## src/design/gke_pkg.sv

```systemverilog
// Shared types and constants for the Gaussian kernel evaluator.
// No dependencies; every other design file imports this package.
package gke_pkg;

   localparam logic [2:0] CSR_MODE       = 3'd0;
   localparam logic [2:0] CSR_AMPLITUDE  = 3'd1;
   localparam logic [2:0] CSR_INV_RHO_SQ = 3'd2;
   localparam logic [2:0] CSR_COEF_XX    = 3'd3;
   localparam logic [2:0] CSR_COEF_XY    = 3'd4;
   localparam logic [2:0] CSR_COEF_YY    = 3'd5;

   localparam logic [47:0]  EXP_CAP     = 48'hFFFF_FFFF_FFFF;
   localparam logic [31:0]  ONE_Q16     = 32'h0001_0000;
   localparam logic [63:0]  ONE_Q62     = 64'h4000_0000_0000_0000;
   localparam logic [127:0] HALF_Q62    = 128'h2000_0000_0000_0000;
   localparam logic [4:0]   SERIES_LAST = 5'd24;
   localparam logic [31:0]  EXP_LIMIT   = 32'd40;

   localparam int unsigned QUEUE_DEPTH = 2;
   localparam int unsigned QPTR_W      = 1;

   typedef enum logic [1:0] {DIM_FIRST, DIM_SECOND, DIM_REST} dim_class_type;

   typedef struct packed {
      logic signed [32:0] diff;
      logic               last;
      logic               mode;
      dim_class_type      dim;
   } item_type;

   typedef struct packed {
      logic        mode;
      logic [31:0] amplitude;
      logic [31:0] inv_rho_sq;
      logic [31:0] coef_xx;
      logic [31:0] coef_xy;
      logic [31:0] coef_yy;
   } cfg_type;

   typedef struct packed {
      logic        start;
      logic [47:0] x;
   } exp_req_type;

   typedef struct packed {
      logic        done;
      logic [31:0] value;
   } exp_rsp_type;

   typedef enum logic [3:0] {
      B_IDLE, B_START, B_MUL0, B_MUL1, B_MUL2, B_TERM, B_COMB, B_ACC, B_EXP, B_OUT
   } back_state_type;

   typedef enum logic [2:0] {X_IDLE, X_MUL, X_POST, X_DIV, X_SER} exp_state_type;

   typedef enum logic [1:0] {PH_E1, PH_FRAC, PH_POW, PH_FIN} exp_phase_type;

endpackage

```

## src/design/gke_front.sv

```systemverilog
// Front part: accepts requests, forms the centre difference, tags the dimension.
// Depends on gke_pkg.
module gke_front (
   input  logic               clock,
   input  logic               reset,
   input  logic               push,
   input  logic signed [31:0] coordinate,
   input  logic signed [31:0] centre,
   input  logic               last_dim,
   input  logic               mode,
   input  logic               q_full,
   output logic               full,
   output logic               q_push,
   output gke_pkg::item_type  q_item
);
   import gke_pkg::*;

   logic [1:0]         dim_ff, dim_in;
   logic signed [32:0] diff;

   assign diff   = 33'(coordinate) - 33'(centre);
   assign full   = q_full;
   assign q_push = push && !q_full;

   always_comb begin
      q_item.diff = diff;
      q_item.last = last_dim;
      q_item.mode = mode;
      priority if (dim_ff == 2'd0) begin
         q_item.dim = DIM_FIRST;
      end else if (dim_ff == 2'd1) begin
         q_item.dim = DIM_SECOND;
      end else begin
         q_item.dim = DIM_REST;
      end
   end

   always_comb begin
      dim_in = dim_ff;
      if (q_push) begin
         if (last_dim) begin
            dim_in = 2'd0;
         end else if (dim_ff != 2'd2) begin
            dim_in = dim_ff + 2'd1;
         end
      end
   end

   always_ff @(posedge clock) begin
      if (reset) begin
         dim_ff <= 2'd0;
      end else begin
         dim_ff <= dim_in;
      end
   end

endmodule

```

## config.mk

```make
export PLATFORM = sky130hd
export DESIGN_NAME = gke_front
export DESIGN_NICKNAME = d
export VERILOG_FILES = /design/src/design/gke_pkg.sv /design/src/design/gke_front.sv
export SDC_FILE = /design/constraint.sdc
export NUM_CORES = 1
export LEC_CHECK = 0
export BUFFER_PORTS_ARGS = -buffer_cell sky130_fd_sc_hd__buf_2
export CORE_ASPECT_RATIO = 1.25
export CORE_MARGIN = 10
export CORE_UTILIZATION = 47
export DETAILED_ROUTE_END_ITERATION = 6
export PLACE_DENSITY = 0.9
export SYNTH_ARGS = -nofsm -noshare
export SYNTH_HDL_FRONTEND = slang
export SYNTH_SLANG_ARGS = --single-unit
```

## constraint.sdc

```tcl
create_clock -name clock -period 4.4 [get_ports clock]
set_clock_uncertainty 0.1 [all_clocks]
set_input_delay 0.88 -clock clock [delete_from_list [all_inputs] [get_ports clock]]
set_output_delay 0.88 -clock clock [all_outputs]
set_load 0.01 [all_outputs]
```

==> Yosys cells after proc, flatten, opt, wreduce, memory -nomap -nowiden <==
Cells that the tools add are included.
{ "totals": {"regBits": 2, "input_bits": 70, "out_inout_bits": 39, "word_cells": 14} }
{ "classes": {"n_addsub": 2, "n_eq_ne": 2, "n_mux": 4, "n_reduce_logical": 5} }
{ "op_table": {"columns": ["op", "n"], "rows": [
  ["$sub A32 B32 Y33", 1],
  ["$mux W2", 4],
  ["$add A2 B1 Y2 const B", 1],
  ["$eq A2 B1 Y1 const B", 1],
  ["$logic_not A2 Y1", 1],
  ["$ne A2 B2 Y1 const B", 1],
  ["$reduce_and A2 Y1", 1],
  ["$reduce_bool A2 Y1", 1],
  ["$logic_and A1 B1 Y1", 1],
  ["$logic_not A1 Y1", 1]
]} }

==> Depth between registers and ports, before layout <==
{ "logic_depth": {"ltp_word": 3, "mapped_depth": 10} }

==> Worst setup path after synthesis <==
OpenSTA, ideal clock, no wires.
{ "synth_timing": {"path_type": "input-to-output", "startpoint": "input coordinate[0]", "endpoint": "output q_item[34] (netlist bit)", "arrival_time_ns": 2.789, "required_ns": 3.420, "path_slack_ns": 0.631, "path_stages": 10, "path_buffers": 0, "path_cell_list": "inv_1 ha_1 fa_1 nand2b_1 a21oi_1 o211ai_1 o311ai_2 a21o_1 a21oi_1 xnor2_1"} }
{ "synth_lines": {"columns": ["item", "line", "text"], "rows": [
  ["from (decl)", "gke_front.sv:7", "input logic signed [31:0] coordinate,"],
  ["to (decl)", "gke_front.sv:14", "output gke_pkg::item_type q_item"]
]} }

==> summary.txt <==
Timing
  • Fin. max-slew vios: 0
  • Setup ws final: 207.9 ps
  • Total Neg Setup Slack: 0 ps
  • Final Cycle Share: 95.28%
  • Setup violators final: 0
  • Final Hold Fails: 0
  • RSZ-0062 raised after global routing: false
  • Highest clock rate: 238.5 MHz
  • Minimum clock period: 4192 ps
  • Slew margin rel.: 74.82%
  • Worst Tran Pin Value: 377.7 ps

Logic synthesis
  • Post-Synthesis Net Count: 408
  • Post-synth top flop: dfxtp_1
  • Post-synth ARST share: 0%
  • Post-Synth Simple-Gate Area: 18.56%
  • Largest family of logic cells by synthesized area: compound AO/OA/AOI/OAI gates
  • Post-synthesis cell count: 301
  • Register bit total from synthesis: 2
  • Top cell type by total area after synthesis: ha_1
  • Compound-Gate Fraction of Synth Area: 32.86%
  • Avg Synthesized Cell Area: 6.717 um2
  • Syn. warnings: 0
  • Synth Area in Adders: 23.27%
  • Mux share of post-synthesis cell area: 0.4950%
  • Area contributors post-synth: ha_1 22%, a21oi_1 9.4%, inv_1 8.2%
  • Cell variety after synth: 49
  • Mapped Area: 2022 um2
  • Seq/Total Area, Yosys: 1.980%
  • Yosys top cell area share: 22.28%
  • Number of flops mapped to enable cells by yosys: 0
  • Xor/xnor share of the synthesized area: 12.13%

Setup path
  • Worst Setup SP: coordinate[0]
  • Critical-path top delay cell: fa_1
  • Reg2reg end: dim_ff[0]
  • Critical path depth: 12
  • CP Class: in2out
  • Startpoint types: input port
  • Worst-path fanout max: 3
  • Delay-heaviest family, CP: compound AO/OA/AOI/OAI gates
  • Crit path DAT: 3210 ps
  • Crit end category: primary output
  • Critical Path RT: 3420 ps
  • Worst Reg-to-Reg Cells: 5
  • Critical Path Max Stage Delay: 400 ps
  • Critical-path cell list: buf_2, inv_1, ha_1, fa_1, nand2b_1, a21oi_1, o211ai_1, o311ai_2, a21o_1, a21oi_1, xnor2_1, buf_2
  • Flop-to-flop setup slack: 3130 ps
  • R2r startpoint: dim_ff[0]
  • Buf/Inv on CP: 3

Global routing
  • Largest net degree at the start of global routing: 8
  • Vias in the first global route: 2537
  • Grt total ovfl: 0
  • GR Util All Layers: 16.02%
  • Initial antenna violation count: 0
  • Global-route wire length before repair: 10330 um

Power and ir drop
  • Worst VDD drop: 0.0001722 V
  • Cell leakage power: 0.001444 uW
  • PwrDens: 193.7 nW/um2

CTS
  • CTS max path bufs: 2
  • Worst-path clk slew: 30 ps
  • # resized after CTS: 0
  • Clk root buf: clkbuf_8
  • Later-pin clock latency in the skew report: 210 ps
  • H-tree depth reported by CTS: 1
  • CTS Sinks: 2
  • Post-CTS Hold Buffers: 0
  • CTS tree: done
  • CTS Buf Count: 3
  • Post-CTS setup buffers: 0

Floorplanning
  • Die width: 78.67 um
  • Core area: 4131 um2
  • DIE HEIGHT: 93.33 um
  • Core Rows: 26
  • Die area: 7342 um2
  • IO Count: 109
  • Initial Util: 48.94%

Drt
  • Post-route DRC: 0
  • Vias per cell: 5.340
  • 1st-pass router iterations: 4
  • WL final: 6263 um
  • Via Count: 2451
  • Routed WL per cell: 13.64 um
  • Initial drt markers: 95
  • ANT nets after route: 0

Cells and area
  • Diode count: 0
  • Non-filler cells, final: 459
  • Commonest non-fill, non-tap cell in the layout: buf_2
  • Fin nets: 512
  • Largest Register: dim_ff
  • Regs by FF count: dim_ff (2)
  • Share of post-route cells with drive strength above 1: 29.28%
  • Final instance area: 2613 um2
  • Syn-to-layout area delta: 29.21%
  • Largest register FFs: 2
  • Most frequent cells in the layout: 106 x buf_2, 44 x inv_1, 38 x a21oi_1, 36 x ha_1, 31 x nand2_1

Min path
  • Hold Path Origin: dim_ff[1]
  • Tightest Hold Check Type: reg2reg
  • Hold Crit Endpoint: dim_ff[1]
  • Hold-critical path depth: 2

Placed design
  • Port Buffers: 106
  • Area post-placement: 2571 um2
  • DP Cell Count: 456
  • HPWL after DPL: 5676 um
  • Post-place setup slack: 228.4 ps
  • Gpl congestion: 0.9291

Flow run
  • Max-cap violations: 0

Outcome
  • Status: complete, no violations
[worst max path at each step]
stage          slack, ps          to
2_1_floorplan        630  q_item[34]
3_3_place_gp         280  q_item[34]
3_5_place_dp         230  q_item[34]
4_1_cts              220  q_item[34]
5_1_grt              100  q_item[30]
6_report             210  q_item[34]
[cell families (layout without fill, tap and decap cells)]
group           Yosys count  count (layout)
xor+xnor                 28              28
simple gates             79              79
buf+inv                  51             153
compound gates          103             103
flops                     2               2
fa+ha+maj                37              37
mux                       1               1
[routing by layer]
layer	part of all wire (%)	global-route usage, %	wire length [um]
met1	35	13.89	2186
met2	53	32.69	3308
met3	11	6.897	714
met4	0.88	3.144	55
met5	0	0	0
[area by class of cell]
type,instances,area [um2]
multi-input combinational,248,1765
fill,404,1519
timing repair buffer,106,530.5
inverter,44,165.2
tap,56,70.07
clock buffer,3,41.29
sequential,2,40.04
[power breakdown]
| part | internal, uW | total [uW] | switching [uW] |
|---|---|---|---|
| clock | 57.7 | 70.4 | 12.7 |
| combinational | 182 | 416 | 234 |
| sequential | 18.9 | 19.3 | 0.410 |
[worst min-delay path: stages (launching register included)]
cell     delay (ps)
dfxtp_1         340
a22oi_1          90
nor2_1           80
[per-stage QoR]
step	util (%)	total power, uW	hold WS, ps
after detailed placement	62.24	436.5	449.3
after floorplan	-	295.0	404.6
final	63.23	506.0	443.4
after global routing	63.23	558.8	525.4
after global placement	62.24	428.0	429.1
after CTS	63.23	511.3	454.7
[cell usage after synthesis, drive strengths merged, types with 2 or more instances]
cell type  instances
nand4              4
xnor2             18
o31ai              3
ha                36
buf                5
a31oi              4
o2111a             2
xor2              10
nor2              20
a21oi             39
o21a               8
dfxtp              2
inv               44
nor2b              4
o21bai             4
o21ai             19
a21boi             3
a21o               6
nand3              6
a211o              3
o211ai             4
nand2b             2
nor3               5
nand2             31
Power figures use the tool's default switching activity.
