File: src/design/gke_pkg.sv
// Shared types and constants for the Gaussian kernel evaluator.
// No dependencies; every other design file imports this package.
package gke_pkg;

   localparam logic [2:0] CSR_MODE       = 3'd0;
   localparam logic [2:0] CSR_AMPLITUDE  = 3'd1;
   localparam logic [2:0] CSR_INV_RHO_SQ = 3'd2;
   localparam logic [2:0] CSR_COEF_XX    = 3'd3;
   localparam logic [2:0] CSR_COEF_XY    = 3'd4;
   localparam logic [2:0] CSR_COEF_YY    = 3'd5;

   localparam logic [47:0]  EXP_CAP     = 48'hFFFF_FFFF_FFFF;
   localparam logic [31:0]  ONE_Q16     = 32'h0001_0000;
   localparam logic [63:0]  ONE_Q62     = 64'h4000_0000_0000_0000;
   localparam logic [127:0] HALF_Q62    = 128'h2000_0000_0000_0000;
   localparam logic [4:0]   SERIES_LAST = 5'd24;
   localparam logic [31:0]  EXP_LIMIT   = 32'd40;

   localparam int unsigned QUEUE_DEPTH = 2;
   localparam int unsigned QPTR_W      = 1;

   typedef enum logic [1:0] {DIM_FIRST, DIM_SECOND, DIM_REST} dim_class_type;

   typedef struct packed {
      logic signed [32:0] diff;
      logic               last;
      logic               mode;
      dim_class_type      dim;
   } item_type;

   typedef struct packed {
      logic        mode;
      logic [31:0] amplitude;
      logic [31:0] inv_rho_sq;
      logic [31:0] coef_xx;
      logic [31:0] coef_xy;
      logic [31:0] coef_yy;
   } cfg_type;

   typedef struct packed {
      logic        start;
      logic [47:0] x;
   } exp_req_type;

   typedef struct packed {
      logic        done;
      logic [31:0] value;
   } exp_rsp_type;

   typedef enum logic [3:0] {
      B_IDLE, B_START, B_MUL0, B_MUL1, B_MUL2, B_TERM, B_COMB, B_ACC, B_EXP, B_OUT
   } back_state_type;

   typedef enum logic [2:0] {X_IDLE, X_MUL, X_POST, X_DIV, X_SER} exp_state_type;

   typedef enum logic [1:0] {PH_E1, PH_FRAC, PH_POW, PH_FIN} exp_phase_type;

endpackage

File: src/design/gke_exp.sv
// Exponential unit: amplitude * exp(-x) by a series to the 24th-order term, integer powers of e^-1
// and a final rounded product; one shared 64x64 multiplier built of 32x32 partials.
// Depends on gke_pkg.
module gke_exp (
   input  logic                 clock,
   input  logic                 reset,
   input  gke_pkg::exp_req_type req,
   input  logic [31:0]          amplitude,
   output gke_pkg::exp_rsp_type rsp
);
   import gke_pkg::*;

   exp_state_type state_ff, state_in;
   exp_phase_type phase_ff, phase_in;
   logic [63:0]   ma_ff, ma_in, mb_ff, mb_in, pp_ff, pp_in, f_ff, f_in;
   logic [63:0]   acc_ff, acc_in, e1_ff, e1_in, q_ff, q_in;
   logic [127:0]  prod_ff, prod_in;
   logic [2:0]    mc_ff, mc_in;
   logic [4:0]    k_ff, k_in, r_ff, r_in;
   logic [3:0]    dc_ff, dc_in;
   logic [5:0]    cnt_ff, cnt_in;
   logic [15:0]   frac_ff, frac_in;
   logic [31:0]   value_ff, value_in;

   logic [31:0]   amag, pa, pb, n_int;
   logic [63:0]   amag64, p, sum_next, f_frac, qv;
   logic [127:0]  addend, prod_rnd;
   logic [2:0]    add_idx;
   logic [4:0]    rv;
   logic [5:0]    rt;
   logic          big;

   assign amag   = amplitude[31] ? (~amplitude + 32'd1) : amplitude;
   assign amag64 = 64'(amag);
   assign n_int  = req.x[47:16];
   assign big    = n_int > EXP_LIMIT;
   assign f_frac = {2'b00, frac_ff, 46'd0};

   always_comb begin
      unique case (mc_ff[1:0])
         2'd0:    begin pa = ma_ff[31:0];  pb = mb_ff[31:0];  end
         2'd1:    begin pa = ma_ff[31:0];  pb = mb_ff[63:32]; end
         2'd2:    begin pa = ma_ff[63:32]; pb = mb_ff[31:0];  end
         default: begin pa = ma_ff[63:32]; pb = mb_ff[63:32]; end
      endcase
      add_idx = mc_ff - 3'd1;
      unique case (add_idx[1:0])
         2'd0:    addend = {64'd0, pp_ff};
         2'd3:    addend = {pp_ff, 64'd0};
         default: addend = {32'd0, pp_ff, 32'd0};
      endcase
      prod_rnd = prod_ff + ((phase_ff == PH_FIN) ? HALF_Q62 : 128'd0);
      p        = prod_rnd[125:62];
      sum_next = k_ff[0] ? acc_ff - q_ff : acc_ff + q_ff;
   end

   // four restoring steps of division by the small series index
   always_comb begin
      qv = q_ff;
      rv = r_ff;
      rt = '0;
      for (int j = 0; j < 4; j++) begin
         rt = {rv, qv[63]};
         qv = {qv[62:0], 1'b0};
         if (rt >= {1'b0, k_ff}) begin
            rt    = rt - {1'b0, k_ff};
            qv[0] = 1'b1;
         end
         rv = rt[4:0];
      end
   end

   always_comb begin
      state_in = state_ff;
      unique case (state_ff)
         X_IDLE: if (req.start) state_in = X_MUL;
         X_MUL:  if (mc_ff == 3'd4) state_in = X_POST;
         X_POST: begin
            unique case (phase_ff)
               PH_FIN:           state_in = X_IDLE;
               PH_POW:           state_in = X_MUL;
               PH_E1, PH_FRAC:   state_in = X_DIV;
            endcase
         end
         X_DIV:  if (dc_ff == 4'd15) state_in = X_SER;
         X_SER:  state_in = X_MUL;
         default: state_in = X_IDLE;
      endcase
   end

   always_comb begin
      rsp.done  = (state_ff == X_POST) && (phase_ff == PH_FIN);
      rsp.value = value_ff;
   end

   always_comb begin
      phase_in = phase_ff;
      ma_in    = ma_ff;
      mb_in    = mb_ff;
      pp_in    = pp_ff;
      prod_in  = prod_ff;
      mc_in    = mc_ff;
      f_in     = f_ff;
      acc_in   = acc_ff;
      e1_in    = e1_ff;
      q_in     = q_ff;
      k_in     = k_ff;
      r_in     = r_ff;
      dc_in    = dc_ff;
      cnt_in   = cnt_ff;
      frac_in  = frac_ff;
      value_in = value_ff;
      unique case (state_ff)
         X_IDLE: begin
            if (req.start) begin
               cnt_in  = n_int[5:0];
               frac_in = req.x[15:0];
               prod_in = '0;
               mc_in   = '0;
               if (big) begin
                  phase_in = PH_FIN;
                  ma_in    = amag64;
                  mb_in    = '0;
               end else begin
                  phase_in = PH_E1;
                  ma_in    = ONE_Q62;
                  mb_in    = ONE_Q62;
                  f_in     = ONE_Q62;
                  acc_in   = ONE_Q62;
                  k_in     = 5'd1;
               end
            end
         end
         X_MUL: begin
            mc_in = mc_ff + 3'd1;
            if (mc_ff != 3'd4) pp_in = 64'(pa) * 64'(pb);
            if (mc_ff != 3'd0) prod_in = prod_ff + addend;
         end
         X_POST: begin
            unique case (phase_ff)
               PH_FIN: begin
                  value_in = amplitude[31] ? (~p[31:0] + 32'd1) : p[31:0];
               end
               PH_POW: begin
                  acc_in  = p;
                  cnt_in  = cnt_ff - 6'd1;
                  prod_in = '0;
                  mc_in   = '0;
                  if (cnt_ff == 6'd1) begin
                     phase_in = PH_FIN;
                     ma_in    = amag64;
                     mb_in    = p;
                  end else begin
                     ma_in = p;
                     mb_in = e1_ff;
                  end
               end
               PH_E1, PH_FRAC: begin
                  q_in  = p;
                  r_in  = '0;
                  dc_in = '0;
               end
            endcase
         end
         X_DIV: begin
            q_in  = qv;
            r_in  = rv;
            dc_in = dc_ff + 4'd1;
         end
         X_SER: begin
            prod_in = '0;
            mc_in   = '0;
            acc_in  = sum_next;
            if (k_ff == SERIES_LAST) begin
               if (phase_ff == PH_E1) begin
                  e1_in    = sum_next;
                  phase_in = PH_FRAC;
                  f_in     = f_frac;
                  acc_in   = ONE_Q62;
                  k_in     = 5'd1;
                  ma_in    = ONE_Q62;
                  mb_in    = f_frac;
               end else if (cnt_ff == 6'd0) begin
                  phase_in = PH_FIN;
                  ma_in    = amag64;
                  mb_in    = sum_next;
               end else begin
                  phase_in = PH_POW;
                  ma_in    = sum_next;
                  mb_in    = e1_ff;
               end
            end else begin
               k_in  = k_ff + 5'd1;
               ma_in = q_ff;
               mb_in = f_ff;
            end
         end
         default: ;
      endcase
   end

   always_ff @(posedge clock) begin
      if (reset) begin
         state_ff <= X_IDLE;
         phase_ff <= PH_E1;
      end else begin
         state_ff <= state_in;
         phase_ff <= phase_in;
      end
   end

   always_ff @(posedge clock) begin
      ma_ff    <= ma_in;
      mb_ff    <= mb_in;
      pp_ff    <= pp_in;
      prod_ff  <= prod_in;
      mc_ff    <= mc_in;
      f_ff     <= f_in;
      acc_ff   <= acc_in;
      e1_ff    <= e1_in;
      q_ff     <= q_in;
      k_ff     <= k_in;
      r_ff     <= r_in;
      dc_ff    <= dc_in;
      cnt_ff   <= cnt_in;
      frac_ff  <= frac_in;
      value_ff <= value_in;
   end

endmodule

File: config.mk
export PLATFORM = sky130hd
export DESIGN_NAME = gke_exp
export DESIGN_NICKNAME = d
export VERILOG_FILES = /design/src/design/gke_pkg.sv /design/src/design/gke_exp.sv
export SDC_FILE = /design/constraint.sdc
export NUM_CORES = 2
export LEC_CHECK = 0
export BUFFER_PORTS_ARGS = -buffer_cell sky130_fd_sc_hd__buf_2
export CORE_MARGIN = 4
export CORE_UTILIZATION = 25
export DETAILED_ROUTE_END_ITERATION = 16
export PLACE_DENSITY_LB_ADDON = 0.3
export SYNTH_ARGS = -nofsm -noshare
export SYNTH_HDL_FRONTEND = slang
export SYNTH_SLANG_ARGS = --single-unit
export TNS_END_PERCENT = 100
File: constraint.sdc
create_clock -name clock -period 12.7 [get_ports clock]
set_input_delay 2.54 -clock clock [delete_from_list [all_inputs] [get_ports clock]]
set_output_delay 2.54 -clock clock [all_outputs]
set_load 0.01 [all_outputs]
Word level (Yosys, flattened, before mapping) --
Cells that the tools add are included.
Word-level totals: flip-flop bits (word level) 652, input port bits 83, output and inout port bits 33, word-level logic and storage cells 169
Cells by class: add/sub/neg operators 15, multiply operators 1, $lt $le $gt $ge 5, equal/unequal tests 26, muxes and demuxes 74, bitwise operators 2, reduce and logical (&&, ||, !) cells 29
Operators with widths (count):
- 2-to-1 mux 64 bit | 21
- one-hot mux 64 bit (3 select lines) | 3
- one-hot mux 128 bit (4 select lines) | 1
- 2-to-1 mux 128 bit | 3
- one-hot mux 128 bit (2 select lines) | 1
- one-hot mux 64 bit (2 select lines) | 2
- adder 128 bit | 1
- 2-to-1 mux 32 bit | 4
- adder 126 x 62 -> 126 bit | 1
- 2-to-1 mux 63 bit | 2
- adder 32 x 1 -> 32 bit (second input constant) | 2
- adder 64 bit | 1
- multiplier 32 x 32 -> 64 bit | 1
- inverter 32 bit | 2
- subtractor 64 bit | 1
- 2-to-1 mux 62 bit | 1
- 2-to-1 mux 5 bit | 9
- greater-than comparator 32 x 6 -> 1 bit (second input constant) | 1
- greater-or-equal comparator 6 x 5 -> 1 bit | 4
- one-hot mux 5 bit (2 select lines) | 2
- subtractor 5 bit | 4
- 2-to-1 mux 3 bit | 5
- one-hot mux 3 bit (5 select lines) | 1
- AND reduction 3 bit | 5
- 36 further kinds | 74

Depth between registers and ports, before layout --
depth after elaboration 9, mapped depth 37, gate-level depth less buffers 34

Least setup slack after synthesis --
OpenSTA, ideal clock, no wires.
path kind input to register, start input port req[48] (netlist bit), end register acc_ff[0], enable pin, setup time 0.434 ns, arrival 11.204 ns, required time 12.266 ns, path slack 1.062 ns, stages on the path 3, path buffers 0, cells stage by stage o21ai_0 a21oi_1 o41a_1
Between the ends: longest elaborated chain between the ends 2
Ends and longest elaborated chain:
- start, declared | line gke_exp.sv:7 | input gke_pkg::exp_req_type req,
- inequality test 2 bit (no source line)
- AND reduction 4 bit (no source line)
- end signal, assigned | line gke_exp.sv:219 | acc_ff <= acc_in;
- end, declared | line gke_exp.sv:16 | logic [63:0] acc_ff, acc_in, e1_ff, e1_in, q_ff, q_in;
No other way between the ends. A chain may end at the register's enable or synchronous reset.

Worst setup path after layout --
start register mc_ff[0], end register pp_ff[63], data pin
Between the ends: longest elaborated chain between the ends 4, elaborated cells on any way between the ends 8, classes of those cells mul (1); eq/ne (2); mux (2); reduce/logical (3)
Ends and longest elaborated chain:
- start, declared | line gke_exp.sv:18 | logic [2:0] mc_ff, mc_in;
- start signal, assigned | line gke_exp.sv:217 | mc_ff <= mc_in;
- == test 2 x 1 -> 1 bit, or another cell as far along | line gke_exp.sv:40 | unique case (mc_ff[1:0])
- OR reduction 2 bit (no source line)
- 2-to-1 mux 32 bit | line gke_exp.sv:40
- multiplier 32 x 32 -> 64 bit * | line gke_exp.sv:136 | if (mc_ff != 3'd4) pp_in = 64'(pa) * 64'(pb);
- end signal, assigned | line gke_exp.sv:215 | pp_ff <= pp_in;
- end, declared | line gke_exp.sv:15 | logic [63:0] ma_ff, ma_in, mb_ff, mb_in, pp_ff, pp_in, f_ff, f_in;
Every way passes the cells marked *; elsewhere a longest branch is shown, timed or not.

==> results.tsv <==
stage	metric	value	unit
setup_path	cp_slowest_cell	mux2i_2	
floorplan	dieArea	303000	um^2
yosys	synth_seq_cells	603	
route	drtIter0Drc	6304	
global_routing	globalRouteOverflowTotal	0	
yosys	synth_edf_count	598	
setup_path	worstPathMaxFanout	24	
yosys	synth_area	73500	um^2
finish	layout-drive-gt1-share	6.93	%
clock_network	cts_tree	built	
hold_path	hold_depth	2	
finish	syn2layout_area_growth	10.5	%
clock_network	cts_made_buffers	70	
yosys	syn_nets	9499	
yosys	synthDistinctLibCells	92	
setup_path	path_common_cell	fa_1	
clock_network	clockBufferDepth	3	
global_routing	grt_max_degree	131	
global_routing	grt_first_pass_wirelength	418000	um
global_routing	antenna_found_initial	22	
yosys	synth_top_cell_area_share	24.6	%
clock_network	cts_resized	0	
yosys	postSynthCellCount	8030	
setup_path	worstPathArrival	10.89	ns
setup_path	slowest_delay	1.01	ns
timing	rsz0062_at_grt	false	
yosys	yosys.area.top_type	fa_1	
timing	tns	0	ns
clock_network	postCtsSetupBuffers	0	
clock_network	clkSlewWorstSetupHoldPaths	0.06	ns
floorplan	fp-row-count	198	
timing	worst_pin_slew	1.21	ns
clock_network	cts_root_buffer	clkbuf_16	
global_routing	grt_pass1_vias	61000	
placement	dp_hpwl	226000	um
setup_path	crit_type	reg -> reg	
route	drt-pass1-iter-count	8	
route	ant_nets	0	
global_routing	track_usage	18.5	%
yosys	synth_flop_cell	edfxtp_1	
timing	relSlewSlack	17.9	%
yosys	ys_seq_area_share	24.6	%
timing	period_needed	10.49	ns
timing	max_clock_freq	95.3	MHz
floorplan	ios	116	
yosys	synth_area_per_cell	9.15	um^2
setup_path	crit_required	13.10	ns
clock_network	cts_max_level	3	
timing	finalHoldViolCount	0	
floorplan	core	292000	um^2
clock_network	cts_hold_buf	0	
yosys	ys.warnings.count	0	
setup_path	rr_worst_depth	30	
clock_network	clkLatencyLatePin	0.68	ns
yosys	yosys-top-cells-area	fa_1 25%, edfxtp_1 24%, ha_1 8.2%	
finish	final_nets	9413	
route	vias_per_cell	5.10	
placement	place.gp.congestion	0.965	
timing	setup_viol	0	
route	vias	60600	
timing	skew	0.0281	ns
floorplan	die_y	550	um
route	wire_per_inst	24.0	um
setup_path	crit_path_start_kind	register	
outcome	outcome	complete, no violations	
timing	fin_crit_sh	82.6	%
floorplan	start_util	25.2	%
route	drt_wl_total	286000	um
timing	finalMaxSlewViolations	0	
job	maxCapViolations	0	
clock_network	numClockSinks	603	
route	drc	0	
hold_path	hp-class	reg -> reg	
floorplan	chipWidth	550	um
yosys	synth-async-reset-ratio	0	%
setup_path	end_kind	register	
placement	port-buffer-count	115	
==> final timing paths <==
kind | from | slack, ns | end
max | mc_ff[0] | 2.21 | pp_ff[63]
min | e1_ff[34] | 0.54 | mb_ff[34]
max reg2reg | mc_ff[0] | 2.21 | pp_ff[63]
min reg2reg | e1_ff[34] | 0.54 | mb_ff[34]
==> flip-flops by register name, summed over array words and instances, names as in the netlist, 3 cells and up <==
register and flops:
mc_ff 3, dc_ff 4, cnt_ff 6, e1_ff 64
f_ff 17, ma_ff 64, prod_ff 126, frac_ff 16
acc_ff 64, k_ff 5, pp_ff 64, mb_ff 64
r_ff 5, state_ff 3, q_ff 64, value_ff 32
==> cell usage in the layout (no fill, tap or decap), drive strengths merged, types with 16 or more instances in the layout <==
cell type | netlist | routed
a211oi | 31 | 31
a21boi | 16 | 16
a21o | 130 | 130
a21oi | 473 | 473
a221oi | 25 | 25
a22o | 66 | 66
a22oi | 16 | 16
a31oi | 42 | 42
and2 | 85 | 85
and3 | 73 | 73
buf | 34 | 250
clkbuf | 374 | 87
clkinv | 1 | 25
edfxtp | 598 | 598
fa | 902 | 902
ha | 484 | 484
inv | 1035 | 1039
mux2 | 76 | 76
mux2i | 70 | 70
nand2 | 839 | 839
nand2b | 35 | 35
nand3 | 84 | 84
nand4 | 107 | 107
nor2 | 1069 | 1069
nor2b | 37 | 37
nor3 | 85 | 85
nor4 | 31 | 31
o21a | 44 | 44
o21ai | 322 | 322
o21bai | 64 | 64
o221ai | 41 | 41
o22ai | 79 | 79
o31ai | 35 | 35
or3 | 17 | 17
xnor2 | 289 | 289
xor2 | 157 | 157
==> critical path, delay by kind of cell (launching register included) <==
family,cells,cell delay (ns)
flip-flops,1,0.41
multiplexers,1,1.01
adder cells (fa/ha/maj),10,4.80
AO/OA/AOI/OAI,6,1.37
XOR/XNOR,1,0.09
AND/OR/NAND/NOR,6,1.87
buffers and inverters,6,0.65
==> cell families (layout without fill, tap and decap cells) <==
kind of cell / Yosys count / in the layout / share of synthesized area [%]
other cells: 0 / 3 / 0
compound gates: 1500 / 1500 / 13.1
xor+xnor: 446 / 446 / 5.34
buf+inv: 1444 / 1412 / 7.40
simple gates: 2505 / 2505 / 14.7
fa+ha+maj: 1386 / 1386 / 32.8
flops: 603 / 603 / 24.6
mux: 146 / 146 / 2.12
==> synth_stat cells (all sizes together), types with 35 or more instances <==
cell / number
nor2: 1069
inv: 1035
fa: 902
nand2: 839
edfxtp: 598
ha: 484
a21oi: 473
clkbuf: 374
o21ai: 322
xnor2: 289
xor2: 157
a21o: 130
nand4: 107
and2: 85
nor3: 85
nand3: 84
o22ai: 79
mux2: 76
and3: 73
mux2i: 70
a22o: 66
o21bai: 64
o21a: 44
a31oi: 42
o221ai: 41
nor2b: 37
nand2b: 35
o31ai: 35
==> metrics by stage <==
step	worst slack (ns)	utilization (%)	hold slack, ns	cell area, um^2	cells
4_1_cts	2.22	27.8	0.542	81200	11900
2_1_floorplan	1.06	-	0.504	73500	8030
3_5_place_dp	2.30	27.0	0.526	78900	11800
6_report	2.21	27.8	0.539	81200	11900
5_1_grt	1.64	27.8	0.573	81200	11900
3_3_place_gp	2.33	27.0	0.532	78900	11800
==> routing by layer <==
metal  up-vias  GRT usage [%]  wire length, um
li1      26600              -                -
met1     30700           25.8           124000
met2      2790           28.9           127000
met3       474           2.70            23300
met4         6           7.04            12200
met5         -              0               41
==> layout make-up <==
cell class	instances	area (um^2)
Clock buffer	87	1820
Inverter	1036	3890
Timing Repair Buffer	250	1640
Clock inverter	39	478
Sequential cell	603	18100
Fill cell	31100	211000
Multi-Input combinational cell	5983	50400
Antenna cell	3	7.51
Tap cell	3900	4880
Power is not shown: default switching activity piles up to over one toggle a cycle in this logic, so the estimate is an artifact.
