<file path="config.mk">
export PLATFORM = sky130hd
export DESIGN_NAME = gke_queue
export DESIGN_NICKNAME = d
export VERILOG_FILES = /design/src/design/gke_pkg.sv /design/src/design/gke_queue.sv
export SDC_FILE = /design/constraint.sdc
export NUM_CORES = 1
export LEC_CHECK = 0
export ABC_AREA = 1
export BUFFER_PORTS_ARGS = -buffer_cell sky130_fd_sc_hd__buf_2
export CORE_ASPECT_RATIO = 1.4
export CORE_MARGIN = 2
export CORE_UTILIZATION = 52
export DETAILED_ROUTE_END_ITERATION = 8
export PLACE_DENSITY = 0.79
export SLEW_MARGIN = 20
export SYNTH_ARGS = -nofsm -noshare
export SYNTH_HDL_FRONTEND = slang
export SYNTH_SLANG_ARGS = --single-unit
</file>
<file path="constraint.sdc">
create_clock -name clock -period 3.95 [get_ports clock]
set_clock_uncertainty 0.05 [all_clocks]
set_input_delay 0.9875 -clock clock [delete_from_list [all_inputs] [get_ports clock]]
set_output_delay 0.9875 -clock clock [all_outputs]
set_load 0.01 [all_outputs]
</file>
<file path="src/design/gke_pkg.sv">
// Shared types and constants for the Gaussian kernel evaluator.
// No dependencies; every other design file imports this package.
package gke_pkg;

   localparam logic [2:0] CSR_MODE       = 3'd0;
   localparam logic [2:0] CSR_AMPLITUDE  = 3'd1;
   localparam logic [2:0] CSR_INV_RHO_SQ = 3'd2;
   localparam logic [2:0] CSR_COEF_XX    = 3'd3;
   localparam logic [2:0] CSR_COEF_XY    = 3'd4;
   localparam logic [2:0] CSR_COEF_YY    = 3'd5;

   localparam logic [47:0]  EXP_CAP     = 48'hFFFF_FFFF_FFFF;
   localparam logic [31:0]  ONE_Q16     = 32'h0001_0000;
   localparam logic [63:0]  ONE_Q62     = 64'h4000_0000_0000_0000;
   localparam logic [127:0] HALF_Q62    = 128'h2000_0000_0000_0000;
   localparam logic [4:0]   SERIES_LAST = 5'd24;
   localparam logic [31:0]  EXP_LIMIT   = 32'd40;

   localparam int unsigned QUEUE_DEPTH = 2;
   localparam int unsigned QPTR_W      = 1;

   typedef enum logic [1:0] {DIM_FIRST, DIM_SECOND, DIM_REST} dim_class_type;

   typedef struct packed {
      logic signed [32:0] diff;
      logic               last;
      logic               mode;
      dim_class_type      dim;
   } item_type;

   typedef struct packed {
      logic        mode;
      logic [31:0] amplitude;
      logic [31:0] inv_rho_sq;
      logic [31:0] coef_xx;
      logic [31:0] coef_xy;
      logic [31:0] coef_yy;
   } cfg_type;

   typedef struct packed {
      logic        start;
      logic [47:0] x;
   } exp_req_type;

   typedef struct packed {
      logic        done;
      logic [31:0] value;
   } exp_rsp_type;

   typedef enum logic [3:0] {
      B_IDLE, B_START, B_MUL0, B_MUL1, B_MUL2, B_TERM, B_COMB, B_ACC, B_EXP, B_OUT
   } back_state_type;

   typedef enum logic [2:0] {X_IDLE, X_MUL, X_POST, X_DIV, X_SER} exp_state_type;

   typedef enum logic [1:0] {PH_E1, PH_FRAC, PH_POW, PH_FIN} exp_phase_type;

endpackage

</file>
<file path="src/design/gke_queue.sv">
// Two-entry request queue between the front and back parts.
// Depends on gke_pkg.
module gke_queue (
   input  logic              clock,
   input  logic              reset,
   input  logic              push,
   input  logic              pop,
   input  gke_pkg::item_type wr_item,
   output gke_pkg::item_type rd_item,
   output logic              full,
   output logic              empty
);
   import gke_pkg::*;

   item_type            mem_ff [QUEUE_DEPTH];
   logic [QPTR_W-1:0]   wp_ff, wp_in, rp_ff, rp_in;
   logic [QPTR_W:0]     cnt_ff, cnt_in;
   logic                do_push, do_pop;

   assign full    = (cnt_ff == (QPTR_W+1)'(QUEUE_DEPTH));
   assign empty   = (cnt_ff == '0);
   assign do_push = push && !full;
   assign do_pop  = pop && !empty;
   assign rd_item = mem_ff[rp_ff];

   always_comb begin
      wp_in  = do_push ? wp_ff + QPTR_W'(1) : wp_ff;
      rp_in  = do_pop ? rp_ff + QPTR_W'(1) : rp_ff;
      cnt_in = cnt_ff + (QPTR_W+1)'(do_push) - (QPTR_W+1)'(do_pop);
   end

   always_ff @(posedge clock) begin
      if (reset) begin
         wp_ff  <= '0;
         rp_ff  <= '0;
         cnt_ff <= '0;
      end else begin
         wp_ff  <= wp_in;
         rp_ff  <= rp_in;
         cnt_ff <= cnt_in;
      end
   end

   always_ff @(posedge clock) begin
      if (do_push) begin
         mem_ff[wp_ff] <= wr_item;
      end
   end

endmodule

</file>
**After elaboration in Yosys (flattened, before gate mapping)**

Memory sizes are Yosys's and may differ from the RTL's. A register that Yosys moved wholly into a read port is not among the register bits.
Index checks and enable logic that the tools add are counted.

- Memory bits (writable): 74
- Register bits: 4
- Logic and storage cells: 18
- Output and inout bits: 39
- Memories kept: 1

- $add $sub $neg: 4
- Reduce and logical (&&, ||, !) cells: 5
- Eq/ne operators: 1
- Multiplexer cells: 4

Memory list:

| name | words | width | read ports | clocked after Yosys merged registers in | wr ports | RTL line | RTL |
|---|---|---|---|---|---|---|---|
| mem_ff | 2 | 37 | 1 | 1 | 1 | gke_queue.sv:15 | `item_type mem_ff [QUEUE_DEPTH];` |

Operators with widths:

| kind | count |
|---|---|
| 1-bit 2-to-1 mux | 4 |
| 1-bit adder (second input constant) | 2 |
| 2-bit by 1-bit adder with 2-bit output | 1 |
| 2-bit == test (second input constant) | 1 |
| 1-bit logical AND | 2 |
| 1-bit zero test | 2 |
| 2-bit zero test | 1 |
| 2-bit by 1-bit subtractor with 2-bit output | 1 |

**Logic depth before layout (Yosys ltp)**

Gate-level depths: netlist of run 1.

- Word-level depth: 5
- Gate-level depth with buffers: 11

**Worst setup path after synthesis of run 1**

Ideal clock, no wire load.

- Kind: in2reg
- From: input port push
- To: memory mem_ff[0][0] (netlist name) (enable)
- Arrival time: 2,617 ps
- Required time: 3,469 ps
- Setup time: 431 ps
- Stages: 2
- Path slack: 852 ps
- Path through: nand2_1 -> nor2_1

- Cells in the longest elaborated chain, start to end: 3

Ends and longest elaborated chain:

| what | RTL line | RTL |
|---|---|---|
| start: declaration | gke_queue.sv:6 | `input logic push,` |
| 1-bit logical AND | gke_queue.sv:22 | `assign do_push = push && !full;` |
| 1-bit 2-to-1 mux | gke_queue.sv:45 | `if (do_push) begin` |
| 1-bit 2-to-1 mux (implied by the code) | gke_queue.sv:46 | `mem_ff[wp_ff] <= wr_item;` |
| end: declaration | gke_queue.sv:15 |  |

No other way between the ends.

==> results of run 1 <==
## sequential cells by signal, indices dropped and copies added (netlist names), named ones only
name    count
wp_ff       1
rp_ff       1
mem_ff     74
cnt_ff      2
## layout make-up
type | count | area share, %
multi-input cells | 61 | 17.6
well taps | 70 | 2.37
repair buffers | 82 | 11.3
inverters | 10 | 1.02
clock inverters | 5 | 1.39
flip-flops and latches | 79 | 62.9
clock buffers | 9 | 3.35
## cells in the mapped netlist
cell,n
ha_1,2
nand2_1,8
a21oi_1,2
mux2_4,30
buf_6,1
buf_12,3
dfxtp_1,5
mux2_2,7
nor2_1,9
inv_1,10
edfxtp_1,74
nand3_1,3
## routing by layer
layer / track usage (%) / wire, um
met1: 15.4 / 1770
met2: 25.8 / 2570
met3: 6.67 / 245
met4: 6.37 / 54
met5: 0 / 0
## through the flow
stage / area (um2) / total power [mW] / worst slack, ps / hold slack [ps] / util, %
after floorplan: 3070 / 1.58 / 852 / 417 / -
after global routing: 3690 / 2.38 / 1140 / 496 / 63.9
final: 3690 / 2.26 / 1230 / 469 / 63.9
after CTS: 3690 / 2.29 / 1200 / 466 / 63.9
after detailed placement: 3520 / 1.75 / 1450 / 445 / 60.8
after global placement: 3520 / 1.74 / 1450 / 435 / 60.8
## power by group through the flow
stage	Combinational (mW)	Clock, mW	Sequential, mW
finish	0.609	0.533	1.11
detailed placement	0.619	0	1.13
CTS	0.621	0.552	1.12
global route	0.670	0.586	1.13
floorplan	0.472	0	1.11
global placement	0.612	0	1.12
## logic make-up after synthesis
logic type	synth area share [%]
AO/OA/AOI/OAI	0.326
multiplexers	17.2
AND/OR/NAND/NOR	2.56
adder cells (fa/ha/maj)	0.814
flip-flops	75.5
buffers and inverters	3.54
## worst register-to-register path, cell delays in order, from the launching register on
cell	delay [ps]
dfxtp_1	350
inv_1	60
nand2_1	120
nand3_1	100
inv_1	500
buf_4	420
## how the worst max path moves through the flow
stage	startpoint	to	slack, ps	cells after the start
floorplan	push	mem_ff[0][0]	850	2
global placement	push	mem_ff[1][36]	1450	4
detailed placement	push	mem_ff[1][23]	1450	4
CTS	flip-flop	rd_item[31]	1200	3
global route	flip-flop	rd_item[31]	1140	3
finish	flip-flop	rd_item[31]	1230	3
==> impl_metrics.yaml, run 1 <==
global_route:
  gr-usage-all-layers_pct: 15.0
  grt_pass1_wl_um: 6680
  grt_max_degree: 38
  antenna_found_initial: 0
  grt_pass1_vias: 1536
  grt.overflow.total: 0
critical_path:
  r2r_cells: 5
  cp-start-kind: "flip-flop"
  end_kind: "output port"
  critPathTopFamily: "buffers and inverters"
  path_buf_inv: 2
  crit_slowest_cell: "dfxtp_2"
  max_stage_delay_ps: 480
  worstPathMaxFanout: 15
  ff2ff_setup_slack_ps: 2010
  r2r-end: "mem_ff[1][28]"
  path_cells: "buf_4 > mux2_2 > buf_2"
  critical_path_class: "reg2out"
  required_ps: 2910
  crit_arrival_ps: 1680
  reg2reg_from: "cnt_ff[0]"
power:
  p_int_mw: 1.65
  power_density_nw_per_um2: 611
  swShare_pct: 26.7
  clkPwrFrac_pct: 23.6
  ir_worst_vdd_v: 0.000361
  leakage_nw: 1.50
  combPwrFrac_pct: 27.0
  pwr-share-seq_pct: 49.4
  power.net_switching_uw: 603
cts:
  h-tree-depth: 3
  post_cts_resized: 0
  insertion_delay_ps: 330
  numCtsBuffers: 9
  clk_path_buf_depth: 2
  cts.hold.buffers_added: 0
  cts_tree: "built"
  cts_sinks: 79
  post_cts_buffers: 0
  clkSlewWorstSetupHoldPaths_ps: 70
  cts-root-buf: "clkbuf_8"
logic_synthesis:
  synth.ff_latch_count: 79
  syn_avg_cell_area_um2: 20.0
  netlist_instances: 154
  synth_nets: 197
  yosysTopAreaCell: "edfxtp_1"
  syn_area_um2: 3070
  yosys_warnings: 0
  synth_top_cell_area_share_pct: 72.3
  yosysUniqueCellTypes: 12
  netlist_top_cells_area: "edfxtp_1 (72%), mux2_4 (15%), dfxtp_1 (3.3%)"
  ys_seq_area_share_pct: 75.5
placement:
  dp_hpwl_um: 3230
  gp_congestion: 0.703
  place_inst: 302
  io_buffers: 79
cells_and_area:
  fill_cells: 445
  final_common_cell: "buf_2"
  area_delta_synth_final_pct: 20.1
  seq_area_um2: 2320
  multiInputGateArea_um2: 651
  drive_gt1_share_pct: 54.5
  final_cells: 316
  final_cell_mix: "buf_2 (79), edfxtp_1 (74), mux2_4 (30)"
  nNetsFinal: 286
  antenna_cells: 0
worst_hold_path:
  min_path_cells: 2
  worstHoldStart: "rp_ff"
  holdPathEnd: "rp_ff"
  min_path_type: "reg2reg"
die:
  chipHeight_um: 95.0
  ios: 80
  start_util_pct: 53.2
  core_um2: 5780
  row_count: 33
  die_x_um: 69.0
  die-area_um2: 6550
drt:
  drt_iter0_markers: 68
  drt_wl_total_um: 4640
  wl_per_cell_um: 14.7
  ant_nets: 0
  drcViolationCount: 0
  firstDrtPassIters: 4
  vias: 1564
  viasPerCell: 4.95
timing:
  fin_crit_sh_pct: 68.8
  worst_slew_pin_slew_ps: 1070
  max_freq_ghz: 0.368
  slew_violations: 0
  relSlewSlack_pct: 28.8
  setup_viol: 0
  hold_viol: 0
  min_period_ps: 2720
  final.setup.tns_ps: 0
  rsz0062_at_grt: "false"
run_status:
  status: "complete, no violations"
job:
  cap_violations: 0
(Power assumes the default switching activity.)
==> run 2: changes to the inputs <==
- clock period: 3.95 -> 2.7 ns (I/O delays scaled with it)
==> impl_metrics.yaml, run 2 (synthesized netlist as in run 1, its figures left out) <==
run_status:
  status: "complete, no violations"
drt:
  drt_wl_total_um: 4810
  drt_iter0_markers: 65
  vias: 1573
  ant_nets: 0
  wl_per_cell_um: 15.1
  drcViolationCount: 0
  firstDrtPassIters: 4
  viasPerCell: 4.95
critical_path:
  path_cells: "buf_12 > mux2_4 > buf_2"
  max_stage_delay_ps: 610
  critical_path_class: "reg2out"
  worstPathMaxFanout: 23
  cp-start-kind: "flip-flop"
  path_buf_inv: 2
  critPathTopFamily: "flip-flops"
  crit_arrival_ps: 1690
  end_kind: "output port"
  crit_slowest_cell: "dfxtp_2"
  required_ps: 1980
cells_and_area:
  nNetsFinal: 286
  antenna_cells: 0
  drive_gt1_share_pct: 54.0
  final_common_cell: "buf_2"
  area_delta_synth_final_pct: 21.4
  final_cell_mix: "buf_2 (79), edfxtp_1 (74), mux2_4 (30)"
  max_flop_register: "mem_ff"
  largest_reg_flops: 74
  largest_registers: "mem_ff x74, cnt_ff x2"
timing:
  max_freq_ghz: 0.414
  hold_viol: 0
  slew_violations: 0
  final.setup.tns_ps: 0
  rsz0062_at_grt: "false"
  min_period_ps: 2410
  fin_ws_ps: 287
  worst_slew_pin_slew_ps: 500
  relSlewSlack_pct: 66.7
  fin_crit_sh_pct: 89.4
  setup_viol: 0
placement:
  place_ws_ps: 633
  io_buffers: 79
  gp_congestion: 0.732
  dp_hpwl_um: 3310
global_route:
  grt_max_degree: 38
  grt_pass1_wl_um: 7230
  gr-usage-met2_pct: 27.7
  grt_pass1_vias: 1606
  grt.overflow.total: 0
  top_usage_layer: "met2"
  grt.met3_usage_pct: 8.10
  gr-usage-all-layers_pct: 16.3
  use_met1_pct: 16.3
  antenna_found_initial: 0
die:
  ios: 80
  row_count: 33
  start_util_pct: 53.2
  die-area_um2: 6550
  core_um2: 5780
  chipHeight_um: 95.0
  die_x_um: 69.0
cts:
  cts.hold.buffers_added: 0
  clkSlewWorstSetupHoldPaths_ps: 70
  h-tree-depth: 3
  insertion_delay_ps: 340
  cts-root-buf: "clkbuf_8"
  post_cts_buffers: 0
  clk_path_buf_depth: 2
  numCtsBuffers: 9
  cts_sinks: 79
  cts_tree: "built"
  post_cts_resized: 0
power:
  leakage_nw: 1.51
  ir_worst_vdd_v: 0.000570
  power_density_nw_per_um2: 902
  totalPowerFinal_mw: 3.37
job:
  cap_violations: 0
worst_hold_path:
  min_path_type: "in2reg"
-- run 2: cell types whose count changed in the layout (fill, tap and decap cells not counted), sizes merged --
cell	previous run	this run
clkinv	3	1
clkinvlp	1	2
clkbuf	9	11
inv	10	11
-- run 2: area by class of cell --
class | instances | area (um2)
flip-flops and latches | 79 | 2320
fillers | 439 | 2050
clock buffers | 11 | 131
clock inverters | 5 | 57.6
well taps | 70 | 87.6
multi-input cells | 61 | 651
inverters | 10 | 37.5
repair buffers | 82 | 443
-- run 2: layer usage --
| layer | vias to the layer above | wire, um |
|---|---|---|
| met3 | 2 | 302 |
| li1 | 754 | - |
| met2 | 54 | 2750 |
| met5 | - | 0 |
| met4 | 0 | 27 |
| met1 | 763 | 1730 |
-- run 2: worst paths after layout --
| kind | start | cells after the start | slack (ps) | end |
|---|---|---|---|---|
| max | flip-flop | 3 | 290 | rd_item[16] |
| min | reset | 2 | 450 | cnt_ff[0] |
| max reg2reg | cnt_ff[0] | 10 | 1060 | cnt_ff[1] |
| min reg2reg | rp_ff | 2 | 490 | rp_ff |
-- run 2: power breakdown --
group          leakage, nW  internal [mW]  switching (mW)
logic                0.687          0.466           0.440
clock network       0.0876          0.428           0.390
registers            0.733           1.56          0.0875
total                 1.51           2.45           0.917
-- run 2: stage by stage --
stage | utilization (%) | hold slack [ps] | cells | instance area (um2)
6_report | 64.5 | 447 | 318 | 3730
5_1_grt | 64.5 | 432 | 318 | 3730
4_1_cts | 64.5 | 422 | 318 | 3730
3_5_place_dp | 61.3 | 475 | 302 | 3540
3_3_place_gp | 61.3 | 442 | 302 | 3540
2_1_floorplan | - | 417 | 154 | 3080
-- run 2: worst register-to-register path: cells and delay by family, from the launching register on --
family	cells	cell delay, ps
adders and majority gates	2	480
and+or+nand+nor	4	360
buffers and inverters	3	160
AOI/OAI and AO/OA	1	140
DFF	1	360
==> run 3: changes to the inputs <==
- ABC_AREA: 1 -> default
- CORE_UTILIZATION: 52 -> 51
- PLACE_DENSITY: 0.79 -> 0.78
==> impl_metrics.yaml, run 3 <==
global_route:
  antenna_found_initial: 0
  grt_pass1_wl_um: 6730
  gr-usage-all-layers_pct: 15.4
  grt_max_degree: 23
  grt.overflow.total: 0
  grt_pass1_vias: 1474
logic_synthesis:
  yosysUniqueCellTypes: 21
  synth-edff-count: 74
  syn_avg_cell_area_um2: 20.4
  synth_top_cell_area_share_pct: 76.6
  synth.ff_latch_count: 79
  async_flop_share_pct: 0
  ys_seq_area_share_pct: 80.1
  synth_nets: 185
  synth_flop_cell: "edfxtp_1"
  netlist_top_cells_area: "edfxtp_1 (77%), mux2_2 (14%), dfxtp_1 (3.5%)"
  synth_most_common_cell: "edfxtp_1"
  yosysTopAreaCell: "edfxtp_1"
  syn_area_um2: 2900
  netlist_instances: 142
  yosys_warnings: 0
  ys_top_cells_by_count: "edfxtp_1 (74), mux2_2 (37), dfxtp_1 (5)"
cells_and_area:
  nNetsFinal: 275
  final_cell_mix: "buf_2 (79), edfxtp_1 (74), mux2_2 (37)"
  postLayoutCellArea_um2: 3560
  largest_reg_flops: 74
  max_flop_register: "mem_ff"
  drive_gt1_share_pct: 58.1
  largest_registers: "mem_ff x74, cnt_ff x2"
  antenna_cells: 0
  final_common_cell: "buf_2"
  area_delta_synth_final_pct: 22.9
  fin_util_pct: 65.0
drt:
  wl_per_cell_um: 14.9
  firstDrtPassIters: 3
  vias: 1484
  drcViolationCount: 0
  drt_wl_total_um: 4540
  ant_nets: 0
  drt_iter0_markers: 126
  viasPerCell: 4.88
power:
  ir_worst_vdd_v: 0.000578
  leakage_nw: 1.37
  totalPowerFinal_mw: 3.23
  power_density_nw_per_um2: 907
cts:
  cts_tree: "built"
  insertion_delay_ps: 330
  h-tree-depth: 3
  numCtsBuffers: 9
  cts_sinks: 79
  post_cts_resized: 0
  clk_path_buf_depth: 2
  post_cts_buffers: 0
  cts.hold.buffers_added: 0
  clkSlewWorstSetupHoldPaths_ps: 70
  cts-root-buf: "clkbuf_8"
timing:
  min_period_ps: 2370
  rsz0062_at_grt: "false"
  slew_violations: 0
  fin_crit_sh_pct: 87.7
  setup_viol: 0
  final.setup.tns_ps: 0
  worst_slew_pin_slew_ps: 429
  hold_viol: 0
  whs_ps: 439
  max_freq_ghz: 0.422
  relSlewSlack_pct: 71.4
run_status:
  status: "complete, no violations"
die:
  ios: 80
  start_util_pct: 52.9
  row_count: 32
  core_um2: 5490
  die-area_um2: 6310
  chipHeight_um: 93.2
  die_x_um: 67.7
placement:
  io_buffers: 79
  dp_hpwl_um: 3190
  gp_congestion: 0.736
  postPlaceCellArea_um2: 3410
critical_path:
  end_kind: "output port"
  max_stage_delay_ps: 570
  crit_arrival_ps: 1640
  reg2reg_from: "cnt_ff[0]"
  required_ps: 1980
  critical_path_class: "reg2out"
  crit_slowest_cell: "dfxtp_2"
  worstPathMaxFanout: 22
  ff2ff_setup_slack_ps: 1030
  cp-start-kind: "flip-flop"
  r2r_cells: 5
  path_cells: "buf_12 > mux2_2 > buf_2"
  r2r-end: "mem_ff[0][10]"
worst_hold_path:
  min_path_cells: 2
  worstHoldStart: "wp_ff"
  holdPathEnd: "wp_ff"
  min_path_type: "reg2reg"
job:
  cap_violations: 0
## run 3: cell families after synthesis
logic type	after synthesis	share of synthesized area, %
fa+ha+maj	2	0.863
compound gates	3	0.604
xor+xnor	2	0.604
flops	79	80.1
mux	37	14.4
buf+inv	8	1.47
simple gates	11	2.03
## run 3: layout make-up
type,instances,area (um2)
sequential,79,2320
fill,393,1920
multi-input combinational,55,536
timing repair buffer,83,450
clock buffer,10,128
tap,68,85.1
clock inverter,5,26.3
inverter,4,15.0
## run 3: critical path: cells and delay by family (launching register included)
| kind | cells | cell delay (ps) |
|---|---|---|
| multiplexers | 1 | 350 |
| buffers and inverters | 2 | 370 |
| flip-flops | 1 | 570 |
## run 3: power by group
part	switching (mW)	internal, mW	total [mW]	leakage (nW)
registers	0.0849	1.56	1.65	0.733
clock network	0.381	0.321	0.702	0.0793
logic	0.437	0.447	0.885	0.555
total	0.903	2.33	3.23	1.37
## run 3: metal layers
metal	GRT usage (%)	wire [um]	up-vias
li1	-	-	723
met1	17.5	1700	711
met2	24.6	2500	43
met3	5.17	242	7
met4	9.35	94	0
met5	0	0	-
## run 3: worst max-delay path by stage
stage,startpoint,end,cells past startpoint
final,flip-flop,rd_item[24],3
after global routing,flip-flop,rd_item[25],3
after CTS,flip-flop,rd_item[24],3
after detailed placement,flip-flop,rd_item[24],3
after global placement,flip-flop,rd_item[25],3
after floorplan,push,mem_ff[0][0],3
## run 3: per-stage QoR
step	std cells	setup WS [ps]
after floorplan	142	458
after global placement	289	676
after detailed placement	289	678
after CTS	304	300
after global routing	304	245
final	304	332
